`src/hdl/uwm_pkg.sv`:
```
// ----------------------------------------------------------------------------
// uwm_pkg: shared types and constants of the utilization window monitor
// Field widths, operation codes, controller states, divider status and the
// percent slew step.
// ----------------------------------------------------------------------------
package uwm_pkg;

  localparam int TS_W       = 32;
  localparam int CATEGORY_W = 3;
  localparam int RATE_W     = 10;
  localparam int PCT_W      = 7;
  localparam int TICK_W     = 20;
  localparam int ENTRY_W    = 16;

  localparam logic OP_RECORD    = 1'b0;
  localparam logic OP_FRAME_END = 1'b1;

  localparam logic [ENTRY_W-1:0] ELAPSED_MAX = '1;
  localparam int                 PCT_SCALE   = 100;
  localparam logic [PCT_W-1:0]   PCT_FULL    = PCT_W'(PCT_SCALE);

  // x / 5 == (x * 205) >> 10 for every x below 1024
  localparam int RECIP5_W     = 8;
  localparam int RECIP5       = 205;
  localparam int RECIP5_SHIFT = 10;

  typedef enum logic [3:0] {
    ST_CLEAR,
    ST_IDLE,
    ST_SWEEP,
    ST_DRAIN,
    ST_BUDGET,
    ST_AVG,
    ST_PCT,
    ST_PCT_WAIT,
    ST_PUSH,
    ST_RATE
  } uwm_state_t;

  typedef struct packed {
    logic busy;
    logic done;
  } uwm_div_stat_t;

  // Move a smoothed percent toward its target by diff/5+1, clamp to full scale.
  function automatic logic [PCT_W-1:0] slew(input logic [PCT_W-1:0] p,
                                            input logic [PCT_W-1:0] tgt);
    logic [PCT_W-1:0]          diff;
    logic [PCT_W+RECIP5_W-1:0] prod;
    logic [PCT_W-1:0]          step;
    logic [PCT_W:0]            res;
    diff = (p > tgt) ? (p - tgt) : (tgt - p);
    prod = (PCT_W + RECIP5_W)'(diff) * (PCT_W + RECIP5_W)'(RECIP5);
    step = PCT_W'(prod >> RECIP5_SHIFT) + PCT_W'(1);
    if (p > tgt) begin
      res = {1'b0, p} - {1'b0, step};
    end else if (p < tgt) begin
      res = {1'b0, p} + {1'b0, step};
    end else begin
      res = {1'b0, p};
    end
    if (res > {1'b0, PCT_FULL}) begin
      res = {1'b0, PCT_FULL};
    end
    return res[PCT_W-1:0];
  endfunction

endpackage

```
`src/hdl/uwm_if.sv`:
```
// ----------------------------------------------------------------------------
// uwm_if: beat channels of the utilization window monitor
// Input channel (record / frame end) and result channel, valid/ready.
// ----------------------------------------------------------------------------
interface uwm_in_if;
  logic                          valid;
  logic                          ready;
  logic                          operation;
  logic [uwm_pkg::TS_W-1:0]       timestamp;
  logic [uwm_pkg::CATEGORY_W-1:0] category;
  logic [uwm_pkg::RATE_W-1:0]     frame_rate;

  modport source (output valid, operation, timestamp, category, frame_rate,
                  input ready);
  modport sink (input valid, operation, timestamp, category, frame_rate,
                output ready);
endinterface

interface uwm_out_if;
  logic                          valid;
  logic                          ready;
  logic [uwm_pkg::CATEGORY_W-1:0] category_out;
  logic [uwm_pkg::PCT_W-1:0]      percent;
  logic [uwm_pkg::RATE_W-1:0]     average_rate;
  logic [uwm_pkg::TICK_W-1:0]     tick_budget;
  logic                          last;

  modport source (output valid, category_out, percent, average_rate, tick_budget, last,
                  input ready);
  modport sink (input valid, category_out, percent, average_rate, tick_budget, last,
                output ready);
endinterface

```
`src/hdl/uwm_ram.sv`:
```
// ----------------------------------------------------------------------------
// uwm_ram: generic simple dual-port RAM
// One write port, one read port, read data registered.
// ----------------------------------------------------------------------------
module uwm_ram #(
  parameter int WIDTH = 16,
  parameter int DEPTH = 128
) (
  input  logic                     clk,
  input  logic                     we,
  input  logic [$clog2(DEPTH)-1:0] waddr,
  input  logic [WIDTH-1:0]         wdata,
  input  logic [$clog2(DEPTH)-1:0] raddr,
  output logic [WIDTH-1:0]         rdata
);

  logic [WIDTH-1:0] mem [DEPTH];
  logic [WIDTH-1:0] rdata_r;

  always_ff @(posedge clk) begin
    if (we) begin
      mem[waddr] <= wdata;
    end
    rdata_r <= mem[raddr];
  end

  assign rdata = rdata_r;

endmodule

```
`src/hdl/uwm_div.sv`:
```
// ----------------------------------------------------------------------------
// uwm_div: restoring divider, one quotient bit per cycle
// The caller pre-shifts the divisor to the weight of the top quotient bit
// and gives the number of quotient bits to produce.
// ----------------------------------------------------------------------------
module uwm_div #(
  parameter int W      = 33,
  parameter int STEP_W = 6
) (
  input  logic                   clk,
  input  logic                   rst_n,
  input  logic                   start,
  input  logic [W-1:0]           dividend,
  input  logic [W-1:0]           divisor,
  input  logic [STEP_W-1:0]      steps,
  output uwm_pkg::uwm_div_stat_t stat,
  output logic [W-1:0]           quotient
);

  logic [W-1:0]      rem_r;
  logic [W-1:0]      dsr_r;
  logic [W-1:0]      q_r;
  logic [STEP_W-1:0] cnt_r;
  logic              busy_r;
  logic              done_r;
  logic              ge;

  assign ge = (rem_r >= dsr_r);

  always_ff @(posedge clk) begin
    if (!rst_n) begin
      busy_r <= 1'b0;
      done_r <= 1'b0;
    end else begin
      done_r <= !start && busy_r && (cnt_r == STEP_W'(1));
      if (start) begin
        busy_r <= 1'b1;
      end else if (busy_r && cnt_r == STEP_W'(1)) begin
        busy_r <= 1'b0;
      end
    end
  end

  always_ff @(posedge clk) begin
    if (start) begin
      rem_r <= dividend;
      dsr_r <= divisor;
      q_r   <= '0;
      cnt_r <= steps;
    end else if (busy_r) begin
      // take one quotient bit, move the divisor down one place
      if (ge) begin
        rem_r <= rem_r - dsr_r;
      end
      q_r   <= {q_r[W-2:0], ge};
      dsr_r <= dsr_r >> 1;
      cnt_r <= cnt_r - STEP_W'(1);
    end
  end

  assign stat.busy = busy_r;
  assign stat.done = done_r;
  assign quotient  = q_r;

endmodule

```
`src/hdl/utilization_window_monitor_unit.sv`:
```
// ----------------------------------------------------------------------------
// utilization_window_monitor_unit: per-category busy share over a slot ring
// Records elapsed time per category into the current window slot and, on a
// frame end, reports a smoothed percent for every category plus window stats.
// ----------------------------------------------------------------------------
// A record beat stores min(timestamp - previous timestamp, 65535) for its
// category in the current slot; the next beat can follow at once. A
// frame-end beat advances the slot, then sweeps the elapsed RAM one entry
// per cycle (the frame rate RAM is summed in the same pass), drains the read
// pipeline, computes the tick budget and the average frame rate (both divide
// by the slot count with a reciprocal multiply), then runs the
// one-bit-per-cycle divider once per category for the target percent (a
// start state, a wait state until the divider is done, then a push state
// that loads the output register). Each category result beat is held in an
// output register; the window's new frame rate is written last. A frame end
// holds the input off until that write is done, plus any stall on the
// result channel. After reset the block zeroes both RAMs in a clearing pass
// over every entry and accepts no beat until it is done.
// Percent slew: a percent moves toward its target by |diff|/5+1, clamped to
// 0..100. tick_budget is 1 + total/NUM_SLOTS; an empty window counts as a
// total of one.
// ----------------------------------------------------------------------------
module utilization_window_monitor_unit #(
  parameter int NUM_CATEGORIES = 8,
  parameter int NUM_SLOTS      = 16
) (
  input  logic       clk,
  input  logic       rst_n,
  uwm_in_if.sink     in_bus,
  uwm_out_if.source  out_bus
);

  localparam int CAT_W    = (NUM_CATEGORIES > 1) ? $clog2(NUM_CATEGORIES) : 1;
  localparam int SLOT_W   = $clog2(NUM_SLOTS);
  localparam int DEPTH    = NUM_CATEGORIES * NUM_SLOTS;
  localparam int ADDR_W   = $clog2(DEPTH);
  localparam int SUM_W    = uwm_pkg::ENTRY_W + $clog2(NUM_SLOTS);
  localparam int TOT_W    = SUM_W + $clog2(NUM_CATEGORIES);
  localparam int DIV_W    = TOT_W + uwm_pkg::PCT_W;
  localparam int RSUM_W   = uwm_pkg::RATE_W + SLOT_W;
  localparam int STEP_W   = $clog2(DIV_W + 1);

  // x / NUM_SLOTS == (x * ceil(2^SH / NUM_SLOTS)) >> SH for every x of the
  // given width when SH = width + ceil(log2(NUM_SLOTS))
  localparam int     BUD_SH    = TOT_W + SLOT_W;
  localparam int     BUD_PW    = 2 * TOT_W + 1;
  localparam longint BUD_RECIP = ((longint'(1) << BUD_SH) + longint'(NUM_SLOTS)
                                  - longint'(1)) / longint'(NUM_SLOTS);
  localparam int     AVG_SH    = RSUM_W + SLOT_W;
  localparam int     AVG_PW    = 2 * RSUM_W + 1;
  localparam longint AVG_RECIP = ((longint'(1) << AVG_SH) + longint'(NUM_SLOTS)
                                  - longint'(1)) / longint'(NUM_SLOTS);

  localparam logic [CAT_W-1:0]  LAST_CAT  = CAT_W'(NUM_CATEGORIES - 1);
  localparam logic [SLOT_W-1:0] LAST_SLOT = SLOT_W'(NUM_SLOTS - 1);
  localparam logic [ADDR_W-1:0] LAST_ADDR = ADDR_W'(DEPTH - 1);

  // ---------------------------------------------------------------- state
  uwm_pkg::uwm_state_t state_r, state_nxt;

  logic [ADDR_W-1:0] addr_r;   // sweep / clear address into the elapsed RAM
  logic [SLOT_W-1:0] sj_r;     // slot of addr_r
  logic [CAT_W-1:0]  sc_r;     // category of addr_r
  logic [CAT_W-1:0]  cat_r;    // category being reported

  // read-side pipeline, registered in step with the RAM read of the sweep address
  logic              rd_v_r;
  logic              rd_first_r;
  logic              rd_last_r;
  logic              rd_c0_r;
  logic [CAT_W-1:0]  rd_c_r;

  logic [SUM_W-1:0]  acc_r;
  logic [SUM_W-1:0]  acc_nxt;
  logic [SUM_W-1:0]  sums_r [NUM_CATEGORIES];
  logic [TOT_W-1:0]  total_r;
  logic [RSUM_W-1:0] rsum_r;

  logic [SLOT_W-1:0]             slot_r;
  logic [uwm_pkg::TS_W-1:0]       prev_r;
  logic [uwm_pkg::PCT_W-1:0]      smooth_r [NUM_CATEGORIES];
  logic [uwm_pkg::RATE_W-1:0]     rate_r;
  logic [uwm_pkg::TICK_W-1:0]     budget_r;
  logic [uwm_pkg::RATE_W-1:0]     avg_r;
  logic [uwm_pkg::PCT_W-1:0]      pct_r;

  logic                          out_valid_r;
  logic [uwm_pkg::CATEGORY_W-1:0] out_cat_r;
  logic [uwm_pkg::PCT_W-1:0]      out_pct_r;
  logic [uwm_pkg::RATE_W-1:0]     out_avg_r;
  logic [uwm_pkg::TICK_W-1:0]     out_tick_r;
  logic                          out_last_r;

  // ---------------------------------------------------------------- memories
  logic                         el_we;
  logic [ADDR_W-1:0]            el_waddr;
  logic [uwm_pkg::ENTRY_W-1:0]  el_wdata;
  logic [ADDR_W-1:0]            el_raddr;
  logic [uwm_pkg::ENTRY_W-1:0]  el_rdata;

  logic                         rt_we;
  logic [SLOT_W-1:0]            rt_waddr;
  logic [uwm_pkg::RATE_W-1:0]   rt_wdata;
  logic [SLOT_W-1:0]            rt_raddr;
  logic [uwm_pkg::RATE_W-1:0]   rt_rdata;

  uwm_ram #(.WIDTH(uwm_pkg::ENTRY_W), .DEPTH(DEPTH)) u_elapsed_ram (
    .clk   (clk),
    .we    (el_we),
    .waddr (el_waddr),
    .wdata (el_wdata),
    .raddr (el_raddr),
    .rdata (el_rdata)
  );

  uwm_ram #(.WIDTH(uwm_pkg::RATE_W), .DEPTH(NUM_SLOTS)) u_rate_ram (
    .clk   (clk),
    .we    (rt_we),
    .waddr (rt_waddr),
    .wdata (rt_wdata),
    .raddr (rt_raddr),
    .rdata (rt_rdata)
  );

  // ---------------------------------------------------------------- divider
  logic                   div_start;
  logic [DIV_W-1:0]       div_dividend;
  logic [DIV_W-1:0]       div_divisor;
  logic [STEP_W-1:0]      div_steps;
  uwm_pkg::uwm_div_stat_t div_stat;
  logic [DIV_W-1:0]       div_q;

  uwm_div #(.W(DIV_W), .STEP_W(STEP_W)) u_div (
    .clk      (clk),
    .rst_n    (rst_n),
    .start    (div_start),
    .dividend (div_dividend),
    .divisor  (div_divisor),
    .steps    (div_steps),
    .stat     (div_stat),
    .quotient (div_q)
  );

  // ---------------------------------------------------------------- datapath helpers
  logic                         in_acc;
  logic                         cat_ok;
  logic [uwm_pkg::TS_W-1:0]     delta;
  logic [uwm_pkg::ENTRY_W-1:0]  elapsed;
  logic [ADDR_W-1:0]            rec_addr;
  logic [TOT_W-1:0]             total_eff;
  logic [uwm_pkg::PCT_W-1:0]    slewed;
  logic                         out_load;
  logic                         last_addr;
  logic [BUD_PW-1:0]            bud_prod;
  logic [AVG_PW-1:0]            avg_prod;

  assign in_acc    = in_bus.valid && in_bus.ready;
  assign cat_ok    = (int'(in_bus.category) < NUM_CATEGORIES);
  assign delta     = in_bus.timestamp - prev_r;
  // saturate the wrapped difference to the entry width
  assign elapsed   = (|delta[uwm_pkg::TS_W-1:uwm_pkg::ENTRY_W]) ?
                     uwm_pkg::ELAPSED_MAX : delta[uwm_pkg::ENTRY_W-1:0];
  assign rec_addr  = ADDR_W'(int'(in_bus.category) * NUM_SLOTS + int'(slot_r));
  // an empty window divides by one
  assign total_eff = (total_r == '0) ? TOT_W'(1) : total_r;
  assign slewed    = uwm_pkg::slew(smooth_r[cat_r], div_q[uwm_pkg::PCT_W-1:0]);
  assign last_addr = (addr_r == LAST_ADDR);
  assign acc_nxt   = (rd_first_r ? '0 : acc_r) + SUM_W'(el_rdata);
  // divide total and rate sum by the slot count
  assign bud_prod  = BUD_PW'(total_eff) * BUD_PW'(BUD_RECIP);
  assign avg_prod  = AVG_PW'(rsum_r) * AVG_PW'(AVG_RECIP);

  // ---------------------------------------------------------------- next state
  always_comb begin
    state_nxt = state_r;
    case (state_r)
      uwm_pkg::ST_CLEAR: begin
        if (last_addr) state_nxt = uwm_pkg::ST_IDLE;
      end
      uwm_pkg::ST_IDLE: begin
        if (in_acc && in_bus.operation == uwm_pkg::OP_FRAME_END) begin
          state_nxt = uwm_pkg::ST_SWEEP;
        end
      end
      uwm_pkg::ST_SWEEP: begin
        if (last_addr) state_nxt = uwm_pkg::ST_DRAIN;
      end
      uwm_pkg::ST_DRAIN:       state_nxt = uwm_pkg::ST_BUDGET;
      uwm_pkg::ST_BUDGET:      state_nxt = uwm_pkg::ST_AVG;
      uwm_pkg::ST_AVG:         state_nxt = uwm_pkg::ST_PCT;
      uwm_pkg::ST_PCT:         state_nxt = uwm_pkg::ST_PCT_WAIT;
      uwm_pkg::ST_PCT_WAIT: begin
        if (div_stat.done) state_nxt = uwm_pkg::ST_PUSH;
      end
      uwm_pkg::ST_PUSH: begin
        if (out_load) begin
          state_nxt = (cat_r == LAST_CAT) ? uwm_pkg::ST_RATE : uwm_pkg::ST_PCT;
        end
      end
      uwm_pkg::ST_RATE:        state_nxt = uwm_pkg::ST_IDLE;
      default:                 state_nxt = uwm_pkg::ST_CLEAR;
    endcase
  end

  // ---------------------------------------------------------------- control outputs
  always_comb begin
    in_bus.ready = 1'b0;
    el_we        = 1'b0;
    el_waddr     = addr_r;
    el_wdata     = '0;
    el_raddr     = addr_r;
    rt_we        = 1'b0;
    rt_waddr     = sj_r;
    rt_wdata     = '0;
    rt_raddr     = sj_r;
    div_start    = 1'b0;
    div_dividend = '0;
    div_divisor  = '0;
    div_steps    = '0;
    out_load     = 1'b0;
    case (state_r)
      uwm_pkg::ST_CLEAR: begin
        // zero one elapsed entry per cycle; rate slots ride on the first category
        el_we = 1'b1;
        rt_we = (sc_r == '0);
      end
      uwm_pkg::ST_IDLE: begin
        in_bus.ready = 1'b1;
        if (in_acc && in_bus.operation == uwm_pkg::OP_RECORD && cat_ok) begin
          el_we    = 1'b1;
          el_waddr = rec_addr;
          el_wdata = elapsed;
        end
      end
      uwm_pkg::ST_PCT: begin
        div_start    = 1'b1;
        div_dividend = DIV_W'(sums_r[cat_r]) * DIV_W'(uwm_pkg::PCT_SCALE);
        div_divisor  = DIV_W'(total_eff) << (uwm_pkg::PCT_W - 1);
        div_steps    = STEP_W'(uwm_pkg::PCT_W);
      end
      uwm_pkg::ST_PUSH: begin
        out_load = !out_valid_r || out_bus.ready;
      end
      uwm_pkg::ST_RATE: begin
        rt_we    = 1'b1;
        rt_waddr = slot_r;
        rt_wdata = rate_r;
      end
      default: begin
      end
    endcase
  end

  // ---------------------------------------------------------------- control registers
  always_ff @(posedge clk) begin
    if (!rst_n) begin
      state_r     <= uwm_pkg::ST_CLEAR;
      addr_r      <= '0;
      sj_r        <= '0;
      sc_r        <= '0;
      cat_r       <= '0;
      rd_v_r      <= 1'b0;
      slot_r      <= '0;
      prev_r      <= '0;
      out_valid_r <= 1'b0;
      for (int i = 0; i < NUM_CATEGORIES; i++) begin
        smooth_r[i] <= '0;
      end
    end else begin
      state_r <= state_nxt;
      rd_v_r  <= (state_r == uwm_pkg::ST_SWEEP);

      // advance the sweep counters while clearing or summing
      if (state_r == uwm_pkg::ST_CLEAR || state_r == uwm_pkg::ST_SWEEP) begin
        addr_r <= last_addr ? '0 : addr_r + ADDR_W'(1);
        if (sj_r == LAST_SLOT) begin
          sj_r <= '0;
          sc_r <= (sc_r == LAST_CAT) ? '0 : sc_r + CAT_W'(1);
        end else begin
          sj_r <= sj_r + SLOT_W'(1);
        end
      end

      if (state_r == uwm_pkg::ST_IDLE && in_acc) begin
        if (in_bus.operation == uwm_pkg::OP_RECORD) begin
          prev_r <= in_bus.timestamp;
        end else begin
          slot_r <= (slot_r == LAST_SLOT) ? '0 : slot_r + SLOT_W'(1);
        end
      end

      if (state_r == uwm_pkg::ST_AVG) begin
        cat_r <= '0;
      end
      if (state_r == uwm_pkg::ST_PCT_WAIT && div_stat.done) begin
        smooth_r[cat_r] <= slewed;
      end
      if (out_load) begin
        cat_r <= (cat_r == LAST_CAT) ? '0 : cat_r + CAT_W'(1);
      end

      // hold the result beat until taken
      if (out_load) begin
        out_valid_r <= 1'b1;
      end else if (out_bus.ready) begin
        out_valid_r <= 1'b0;
      end
    end
  end

  // ---------------------------------------------------------------- payload registers
  always_ff @(posedge clk) begin
    rd_first_r <= (sj_r == '0);
    rd_last_r  <= (sj_r == LAST_SLOT);
    rd_c0_r    <= (sc_r == '0);
    rd_c_r     <= sc_r;

    if (state_r == uwm_pkg::ST_IDLE && in_acc) begin
      rate_r  <= in_bus.frame_rate;
      total_r <= '0;
      rsum_r  <= '0;
    end

    // accumulate the registered entry read from the sweep address
    if (rd_v_r) begin
      acc_r   <= acc_nxt;
      total_r <= total_r + TOT_W'(el_rdata);
      if (rd_last_r) begin
        sums_r[rd_c_r] <= acc_nxt;
      end
      if (rd_c0_r) begin
        rsum_r <= rsum_r + RSUM_W'(rt_rdata);
      end
    end

    if (state_r == uwm_pkg::ST_BUDGET) begin
      budget_r <= uwm_pkg::TICK_W'(bud_prod[BUD_PW-1:BUD_SH]) + uwm_pkg::TICK_W'(1);
    end
    if (state_r == uwm_pkg::ST_AVG) begin
      avg_r <= uwm_pkg::RATE_W'(avg_prod[AVG_PW-1:AVG_SH]);
    end
    if (state_r == uwm_pkg::ST_PCT_WAIT && div_stat.done) begin
      pct_r <= slewed;
    end

    if (out_load) begin
      out_cat_r  <= uwm_pkg::CATEGORY_W'(cat_r);
      out_pct_r  <= pct_r;
      out_avg_r  <= avg_r;
      out_tick_r <= budget_r;
      out_last_r <= (cat_r == LAST_CAT);
    end
  end

  assign out_bus.valid        = out_valid_r;
  assign out_bus.category_out = out_cat_r;
  assign out_bus.percent      = out_pct_r;
  assign out_bus.average_rate = out_avg_r;
  assign out_bus.tick_budget  = out_tick_r;
  assign out_bus.last         = out_last_r;

endmodule
```
`src/flat_wrapper.sv`:
```
// flat-port wrapper written by rule: the top's interface ports become plain ports
module utilization_window_monitor_unit_flat 
#(
  parameter int NUM_CATEGORIES = 8,
  parameter int NUM_SLOTS      = 16
)
  (clk, rst_n, in_bus_valid, in_bus_operation, in_bus_timestamp, in_bus_category, in_bus_frame_rate, in_bus_ready, out_bus_valid, out_bus_category_out, out_bus_percent, out_bus_average_rate, out_bus_tick_budget, out_bus_last, out_bus_ready);
  uwm_in_if in_bus_i ();
  uwm_out_if out_bus_i ();
  input  logic clk;
  input  logic rst_n;
  input wire logic [$bits(in_bus_i.valid)-1:0] in_bus_valid;
  input wire logic [$bits(in_bus_i.operation)-1:0] in_bus_operation;
  input wire logic [$bits(in_bus_i.timestamp)-1:0] in_bus_timestamp;
  input wire logic [$bits(in_bus_i.category)-1:0] in_bus_category;
  input wire logic [$bits(in_bus_i.frame_rate)-1:0] in_bus_frame_rate;
  output wire logic [$bits(in_bus_i.ready)-1:0] in_bus_ready;
  output wire logic [$bits(out_bus_i.valid)-1:0] out_bus_valid;
  output wire logic [$bits(out_bus_i.category_out)-1:0] out_bus_category_out;
  output wire logic [$bits(out_bus_i.percent)-1:0] out_bus_percent;
  output wire logic [$bits(out_bus_i.average_rate)-1:0] out_bus_average_rate;
  output wire logic [$bits(out_bus_i.tick_budget)-1:0] out_bus_tick_budget;
  output wire logic [$bits(out_bus_i.last)-1:0] out_bus_last;
  input wire logic [$bits(out_bus_i.ready)-1:0] out_bus_ready;
  assign in_bus_i.valid = in_bus_valid;
  assign in_bus_i.operation = in_bus_operation;
  assign in_bus_i.timestamp = in_bus_timestamp;
  assign in_bus_i.category = in_bus_category;
  assign in_bus_i.frame_rate = in_bus_frame_rate;
  assign in_bus_ready = in_bus_i.ready;
  assign out_bus_valid = out_bus_i.valid;
  assign out_bus_category_out = out_bus_i.category_out;
  assign out_bus_percent = out_bus_i.percent;
  assign out_bus_average_rate = out_bus_i.average_rate;
  assign out_bus_tick_budget = out_bus_i.tick_budget;
  assign out_bus_last = out_bus_i.last;
  assign out_bus_i.ready = out_bus_ready;
  utilization_window_monitor_unit #(.NUM_CATEGORIES(NUM_CATEGORIES), .NUM_SLOTS(NUM_SLOTS)) u_core (.clk(clk), .rst_n(rst_n), .in_bus(in_bus_i), .out_bus(out_bus_i));
endmodule
```
`config.mk`:
```
export PLATFORM = sky130hd
export DESIGN_NAME = utilization_window_monitor_unit_flat
export DESIGN_NICKNAME = d
export VERILOG_FILES = /design/src/hdl/uwm_pkg.sv /design/src/hdl/uwm_if.sv /design/src/hdl/uwm_ram.sv /design/src/hdl/uwm_div.sv /design/src/hdl/utilization_window_monitor_unit.sv /design/src/flat_wrapper.sv
export SDC_FILE = /design/constraint.sdc
export NUM_CORES = 2
export LEC_CHECK = 0
export BUFFER_PORTS_ARGS = -buffer_cell sky130_fd_sc_hd__buf_2
export CORE_MARGIN = 4
export CORE_UTILIZATION = 40
export CTS_BUF_LIST = sky130_fd_sc_hd__clkbuf_16
export DETAILED_ROUTE_END_ITERATION = 8
export SYNTH_ARGS = -nofsm -noshare
export SYNTH_HDL_FRONTEND = slang
export SYNTH_SLANG_ARGS = --single-unit
```
`constraint.sdc`:
```
create_clock -name clk -period 12.6 [get_ports clk]
set_input_delay 2.52 -clock clk [delete_from_list [all_inputs] [get_ports clk]]
set_output_delay 2.52 -clock clk [all_outputs]
set_load 0.03 [all_outputs]
```
### Yosys cells after proc, flatten, opt, wreduce, memory -nomap -nowiden

Memories as Yosys holds them, arrays and structs flattened. A register that Yosys moved wholly into a read port is not among the register bits.
Cells that the tools add are included.

* memories: 4
* register bits: 284
* output and inout port bits: 43
* bits in read-only memories: 0
* memory bits (writable): 2424
* bits in latches: 0
* bits of input ports: 50

Memories
* u_core.u_elapsed_ram.mem: words 128, bits a word 16, rd ports 1, clocked after memory_dff 1, wr ports 1, line uwm_ram.sv:17 `logic [WIDTH-1:0] mem [DEPTH];`
* u_core.sums_r: words 8, bits a word 20, rd ports 1, clocked after memory_dff 1, wr ports 1, line utilization_window_monitor_unit.sv:75 `logic [SUM_W-1:0] sums_r [NUM_CATEGORIES];`
* u_core.u_rate_ram.mem: words 16, bits a word 10, rd ports 1, clocked after memory_dff 1, wr ports 1, line uwm_ram.sv:17
* u_core.smooth_r: words 8, bits a word 7, rd ports 1, clocked after memory_dff 1, wr ports 8, line utilization_window_monitor_unit.sv:81 `logic [uwm_pkg::PCT_W-1:0] smooth_r [NUM_CATEGORIES];`

* reductions and logical operators: 29
* eq/ne operators: 20
* multiplexer cells: 70
* bitwise logic cells: 1
* add/subtract/negate cells: 18
* order comparisons: 4
* div/mod/pow operators: 0
* shifts and indexed selects: 0
* multiply operators: 2

Operators by type and width (number)
* 2-to-1 mux 30 bit: 5
* 2-to-1 mux 23 bit: 3
* 2-to-1 mux 16 bit: 3
* 2-to-1 mux 14 bit: 3
* 2-to-1 mux 7 bit: 6
* one-hot mux 4 bit (10 select lines): 1
* 2-to-1 mux 4 bit: 9
* subtractor 32 bit: 1
* greater-or-equal comparator 30 bit: 1
* 2-to-1 mux 3 bit: 10
* subtractor 30 bit: 1
* 2-to-1 mux 29 bit: 1
* 2-to-1 mux 27 bit: 1
* multiplier 20 x 5 -> 25 bit (second input constant): 1
* adder 23 x 16 -> 23 bit: 1
* logical NOT 23 bit: 1
* adder 19 x 1 -> 20 bit (second input constant): 1
* adder 20 x 16 -> 20 bit: 1
* 2-to-1 mux 1 bit: 20
* 2-to-1 mux 20 bit: 1
* == test 4 x 3 -> 1 bit (second input constant): 4
* == test 4 bit (second input constant): 4
* 2-to-1 mux 8 bit: 2
* OR reduction 16 bit: 1
* 34 further kinds: 62

### Depth between registers and ports, before layout

* depth after elaboration: 10
* gate-level depth with buffers: 44
* depth with buffers taken out: 41

### Modules after synthesis

Synthesis repeated with hierarchy kept, for this count alone.

* cell total of the unflattened synthesis: 6181
* area total of the unflattened synthesis: 115492.0 sq um

Modules (own cells, without submodules)
* uwm_ram (u_core.u_elapsed_ram): area an instance 78522.8 sq um, sequential area each 61819.3 sq um, instances 1, cells each 3086
* utilization_window_monitor_unit: area an instance 24852.6 sq um, sequential area each 12061.6 sq um, instances 1, cells each 2214
* uwm_ram (u_core.u_rate_ram): area an instance 6353.6 sq um, sequential area each 5004.8 sq um, instances 1, cells each 279
* uwm_div: area an instance 5763.0 sq um, sequential area each 2592.5 sq um, instances 1, cells each 602

### Worst setup path after synthesis

No wires, ideal clock.

* kind: reg-to-reg
* from: reg (tool-made name)
* to: mem u_core.smooth_r[0][2] (netlist bit) (data pin)
* stages on the path, launching flop included: 41
* arrival time: 9091 ps
* clock period less this slack: 9356 ps
* path slack: 3244 ps
* library setup time: 265 ps
* cells stage by stage: dfxtp_1 > buf_2 > buf_2 > mux4_2 > mux2i_1 > inv_1 > ha_1 > and3b_1 > o22a_2 > o21ai_1 > mux2i_1 > xnor2_1 > ha_1 > inv_1 > fa_1 > inv_1 > ha_1 > fa_1 > [... 5 more ...] > o211ai_1 > a21oi_1 > xnor2_1 > ha_1 > nor2b_1 > or4b_1 > a21oi_2 > a2111oi_4 > xnor2_1 > ha_1 > a21oi_1 > a221o_1 > nand2_1 > o21ai_0 > nand2_1 > o211a_1 > clkbuf_1 > nor2_1

RTL lines (line)
* end: declaration: utilization_window_monitor_unit.sv:81

==> metrics.log <==
[metrics] result of the run: finished clean
[metrics] mean routed wirelength per cell: 27.0 um
[metrics] asr flop ratio synth: 0
[metrics] effective utilization at floorplan: 0.403
[metrics] RSZ-0062 raised after global routing: false
[metrics] number of antenna violations at the first check in global routing: 26
[metrics] number of search-and-repair iterations in the first detailed-routing pass: 6
[metrics] post-detailed-route via-to-cell ratio: approximately 5.6
[metrics] count of buffers added by post-CTS timing repair for setup: 0
[metrics] count of flip-flops with a built-in enable after synthesis: 2,619
[metrics] cell at the slowest stage of the critical path: sky130_fd_sc_hd__o21ai_1
[metrics] quantity of gates resized following cts: 0
[metrics] antenna-violating nets left: 0
[metrics] maximum ir drop on the vdd rail: roughly 0.00028 V
[metrics] Post-Synthesis Cells: between 5k and 6k
[metrics] count of boundary I/O pins: 93
[metrics] clock root buffer master: sky130_fd_sc_hd__clkbuf_16
[metrics] number of design rule violations left after detail routing: 0
[metrics] clock latency of the later-clocked register in the worst-skew pair: around 0.95 ns
[metrics] number of levels the H-tree was split into: 5
[metrics] smallest hold slack: 0.402 ns
[metrics] Chip Width: around 540 um
[metrics] Synth warnings: 0
[metrics] Die ar.: around 290,000 um^2
[metrics] Most common cell on crit path: sky130_fd_sc_hd__ha_1
[metrics] worst clock skew: 0.0893 ns
[metrics] summed negative setup slack over all endpoints: 0 ns
[metrics] count of different cell masters after synthesis: 84
[metrics] synth-to-layout area growth: 13.9%
[metrics] slowest cell delay on critical path: roughly 0.56 ns
[metrics] count of buffers from port buffering: 92
[metrics] vias in the first global route: between 50k and 60k
[metrics] arrival time at the worst endpoint: ~11 ns
[metrics] clk buf depth: 4
[metrics] total length of routed wires: 280 mm
[metrics] Hold Path Depth: 0
[metrics] min-delay worst type: reg -> reg
[metrics] final setup vio count: 0
[metrics] count of clock tree sinks: between 2k and 3k
[metrics] area of all placed cells without fillers: roughly 130,000 um^2
[metrics] count of final hold-check violations: 0
[metrics] top cell types by occurrence after synthesis: 2,619 x sky130_fd_sc_hd__edfxtp_1, 775 x sky130_fd_sc_hd__mux4_2, 336 x sky130_fd_sc_hd__nor2_1
[metrics] global-route usage over all layers: 0.189
[metrics] Placed Area: 120,000 um^2
[metrics] Clk pin slew, worst setup/hold paths: 0.07 ns
[metrics] share of final-layout standard cells stronger than drive strength 1: 0.246
[metrics] number of cells on the worst reg-to-reg path: 38
[metrics] category of the most critical setup path: reg -> reg
[metrics] MaxCap Viol Count: 0
[metrics] post-route fraction of the period consumed by the critical path: 0.830
[metrics] total congestion overflow: 0
[metrics] number of filler instances in the final layout: ~24k
[metrics] CTS tree: built
[metrics] worst-case setup margin in the final layout: about 2.1 ns
[metrics] Top FF cell, synth: sky130_fd_sc_hd__edfxtp_1
[metrics] Synth Cell Area: 114,000 um^2
[metrics] clock buffers created by TritonCTS: 308
[metrics] total of hold buffers inserted after clock tree synthesis: 0
[metrics] setup slack at placement: roughly 2.2 ns
[metrics] Core Region: approximately 280,000 um^2
[metrics] FF+latch count, synth: 2,736
[metrics] required time of the worst setup path: between 10 and 15 ns
[metrics] DIE HEIGHT: about 540 um
[metrics] Power per Cell Area: between 150 and 200 nW/um^2
[metrics] top fanout value on the critical path: 15
[metrics] Final HPWL DP: roughly 170 mm
[metrics] Post-Synthesis Net Count: about 6.3k
[metrics] final weighted congestion in routability-driven placement: 0.813
[metrics] Final Max Slew Viols: 0
[metrics] leading cell type by number of instances after synthesis: sky130_fd_sc_hd__edfxtp_1
[metrics] vias: 58.2k
[metrics] syn_area_per_cell: 19.0 um^2
[metrics] critical hold path startpoint: u_core.sc_r[0]$_SDFFE_PN0P_
[metrics] Seq/Total Area, Yosys: 0.711
[metrics] worst slew slack as a fraction of its limit: 0.167
[metrics] core occupancy in the finished layout: 0.459
[metrics] leakage power total: 0.0385 uW
[metrics] first-pass GRT wire length: a little over 400 mm
[metrics] area share of the largest cell type after synthesis: 0.690
[metrics] row cnt: between 150 and 200
[metrics] cells taking the most area after synthesis: sky130_fd_sc_hd__edfxtp_1 69%, sky130_fd_sc_hd__mux4_2 15%, sky130_fd_sc_hd__ha_1 2.6%, sky130_fd_sc_hd__dfxtp_1 2.1%, sky130_fd_sc_hd__nor2_1 1.1%
[metrics] Post-layout nets: around 6.7k
[metrics] Worst Max-Slew Pin Slew: 1.24 ns
[metrics] element type at the critical path end: flip-flop
[metrics] CP startpoint kind: flip-flop
[metrics] detailed router's first-iteration violation count: roughly 6.3k
[metrics] post-layout minimum cycle time: between 10 and 15 ns
[metrics] Fmax achieved: 95.6 MHz
[metrics] pin count of the biggest net entering global routing: ~100
[metrics] library cell occupying the most area in the post-synthesis netlist: sky130_fd_sc_hd__edfxtp_1
[routing by layer]
metal / part of all wire / up-vias / wire length, um / track usage
li1: - / 24900 / - / -
met3: 0.060 / 416 / 16800 / 0.0305
met2: 0.49 / 1808 / 137000 / 0.311
met1: 0.42 / 31000 / 119000 / 0.263
met4: 0.026 / 2 / 7340 / 0.0519
met5: 0.000071 / - / 20 / 0
[worst paths after layout]
path	slack (ns)	endpoint
max	2.14	u_core.smooth_r[4][0]$_SDFFCE_PN0P_
min	0.40	u_core.rd_c_r[0]$_DFF_P_
max reg2reg	2.14	u_core.smooth_r[4][0]$_SDFFCE_PN0P_
min reg2reg	0.40	u_core.rd_c_r[0]$_DFF_P_
[cell type report]
| cell class | count | area, um^2 | share of cell area |
|---|---|---|---|
| antenna | 17 | 42.5 | 0.000328 |
| clock buffer | 318 | 7960 | 0.0613 |
| clock inverter | 213 | 1640 | 0.0126 |
| inverter | 235 | 882 | 0.00680 |
| multi-input combinational | 2759 | 31300 | 0.241 |
| sequential | 2736 | 81000 | 0.624 |
| tap | 3743 | 4680 | 0.0361 |
| timing repair buffer | 331 | 2280 | 0.0176 |
[where the power goes]
part           internal, uW  leakage (uW)  switching, uW
registers             10000        0.0217           86.7
logic                  1160        0.0119           1880
clock network          5080       0.00493           3480
total                 16300        0.0385           5450
[flip-flops by register name (all words and copies together) (netlist names), 10 cells and up, named ones only]
register / cells
u_core.out_bus.tick_budget: 20
u_core.acc_r: 20
u_core.rate_r: 10
u_core.prev_r: 32
u_core.smooth_r: 56
u_core.u_elapsed_ram.rdata: 16
u_core.u_div.dsr_r: 29
u_core.u_rate_ram.rdata: 10
u_core.total_r: 23
u_core.u_div.rem_r: 30
u_core.u_rate_ram.mem: 160
u_core.rsum_r: 14
u_core.avg_r: 10
u_core.budget_r: 20
u_core.u_elapsed_ram.mem: 2048
u_core.out_bus.average_rate: 10
u_core.sums_r: 160
[worst max-delay path, delay by kind of cell, from the launching register on]
| family | cells | cell delay [ns] |
|---|---|---|
| and+or+nand+nor | 6 | 1.30 |
| muxes | 3 | 1.37 |
| AOI/OAI and AO/OA | 14 | 3.04 |
| DFF | 1 | 0.54 |
| xor gates and xnor gates | 4 | 0.70 |
| buffers and inverters | 3 | 0.32 |
| adders and majority gates | 8 | 2.86 |
[cells by family (layout without fill, tap and decap cells)]
| kind of cell | after synthesis | after routing | share of synthesized area |
|---|---|---|---|
| AO/OA/AOI/OAI | 547 | 547 | 0.0311 |
| XOR/XNOR | 139 | 139 | 0.0107 |
| adder cells (fa/ha/maj) | 272 | 272 | 0.0320 |
| buffers and inverters | 503 | 1097 | 0.0168 |
| flip-flops | 2736 | 2736 | 0.711 |
| multiplexers | 842 | 842 | 0.159 |
| other | 0 | 17 | 0 |
| AND/OR/NAND/NOR | 959 | 959 | 0.0396 |
[through the flow]
step	total power (uW)	std cells
2_1_floorplan	12500	5998
3_3_place_gp	13200	9804
3_5_place_dp	13300	9804
4_1_cts	21900	10300
5_1_grt	22700	10300
6_report	21700	10400
[layout by cell type, fill, tap and decap left out, drive strengths merged, types with 11 or more instances in the layout]
cell and n:
fa 32, mux2i 42, nand2b 40, inv 302, nand4 20, and2 28
o21bai 12, a21boi 45, o31ai 15, a21oi 143, nor3b 12, xor2 69
and3 29, bufinv 26, clkinv 110, buf 331, mux2 25, nor3 49
nand3b 13, clkbuf 318, edfxtp 2619, xnor2 70, a31oi 28, mux4 775
nand3 66, nor2 336, nor2b 57, nand2 246, a21o 62, o21a 21
nor4 11, or3 18, o211ai 18, o21ai 135, ha 239, dfxtp 117
diode 17
(Power assumes the default switching activity.)
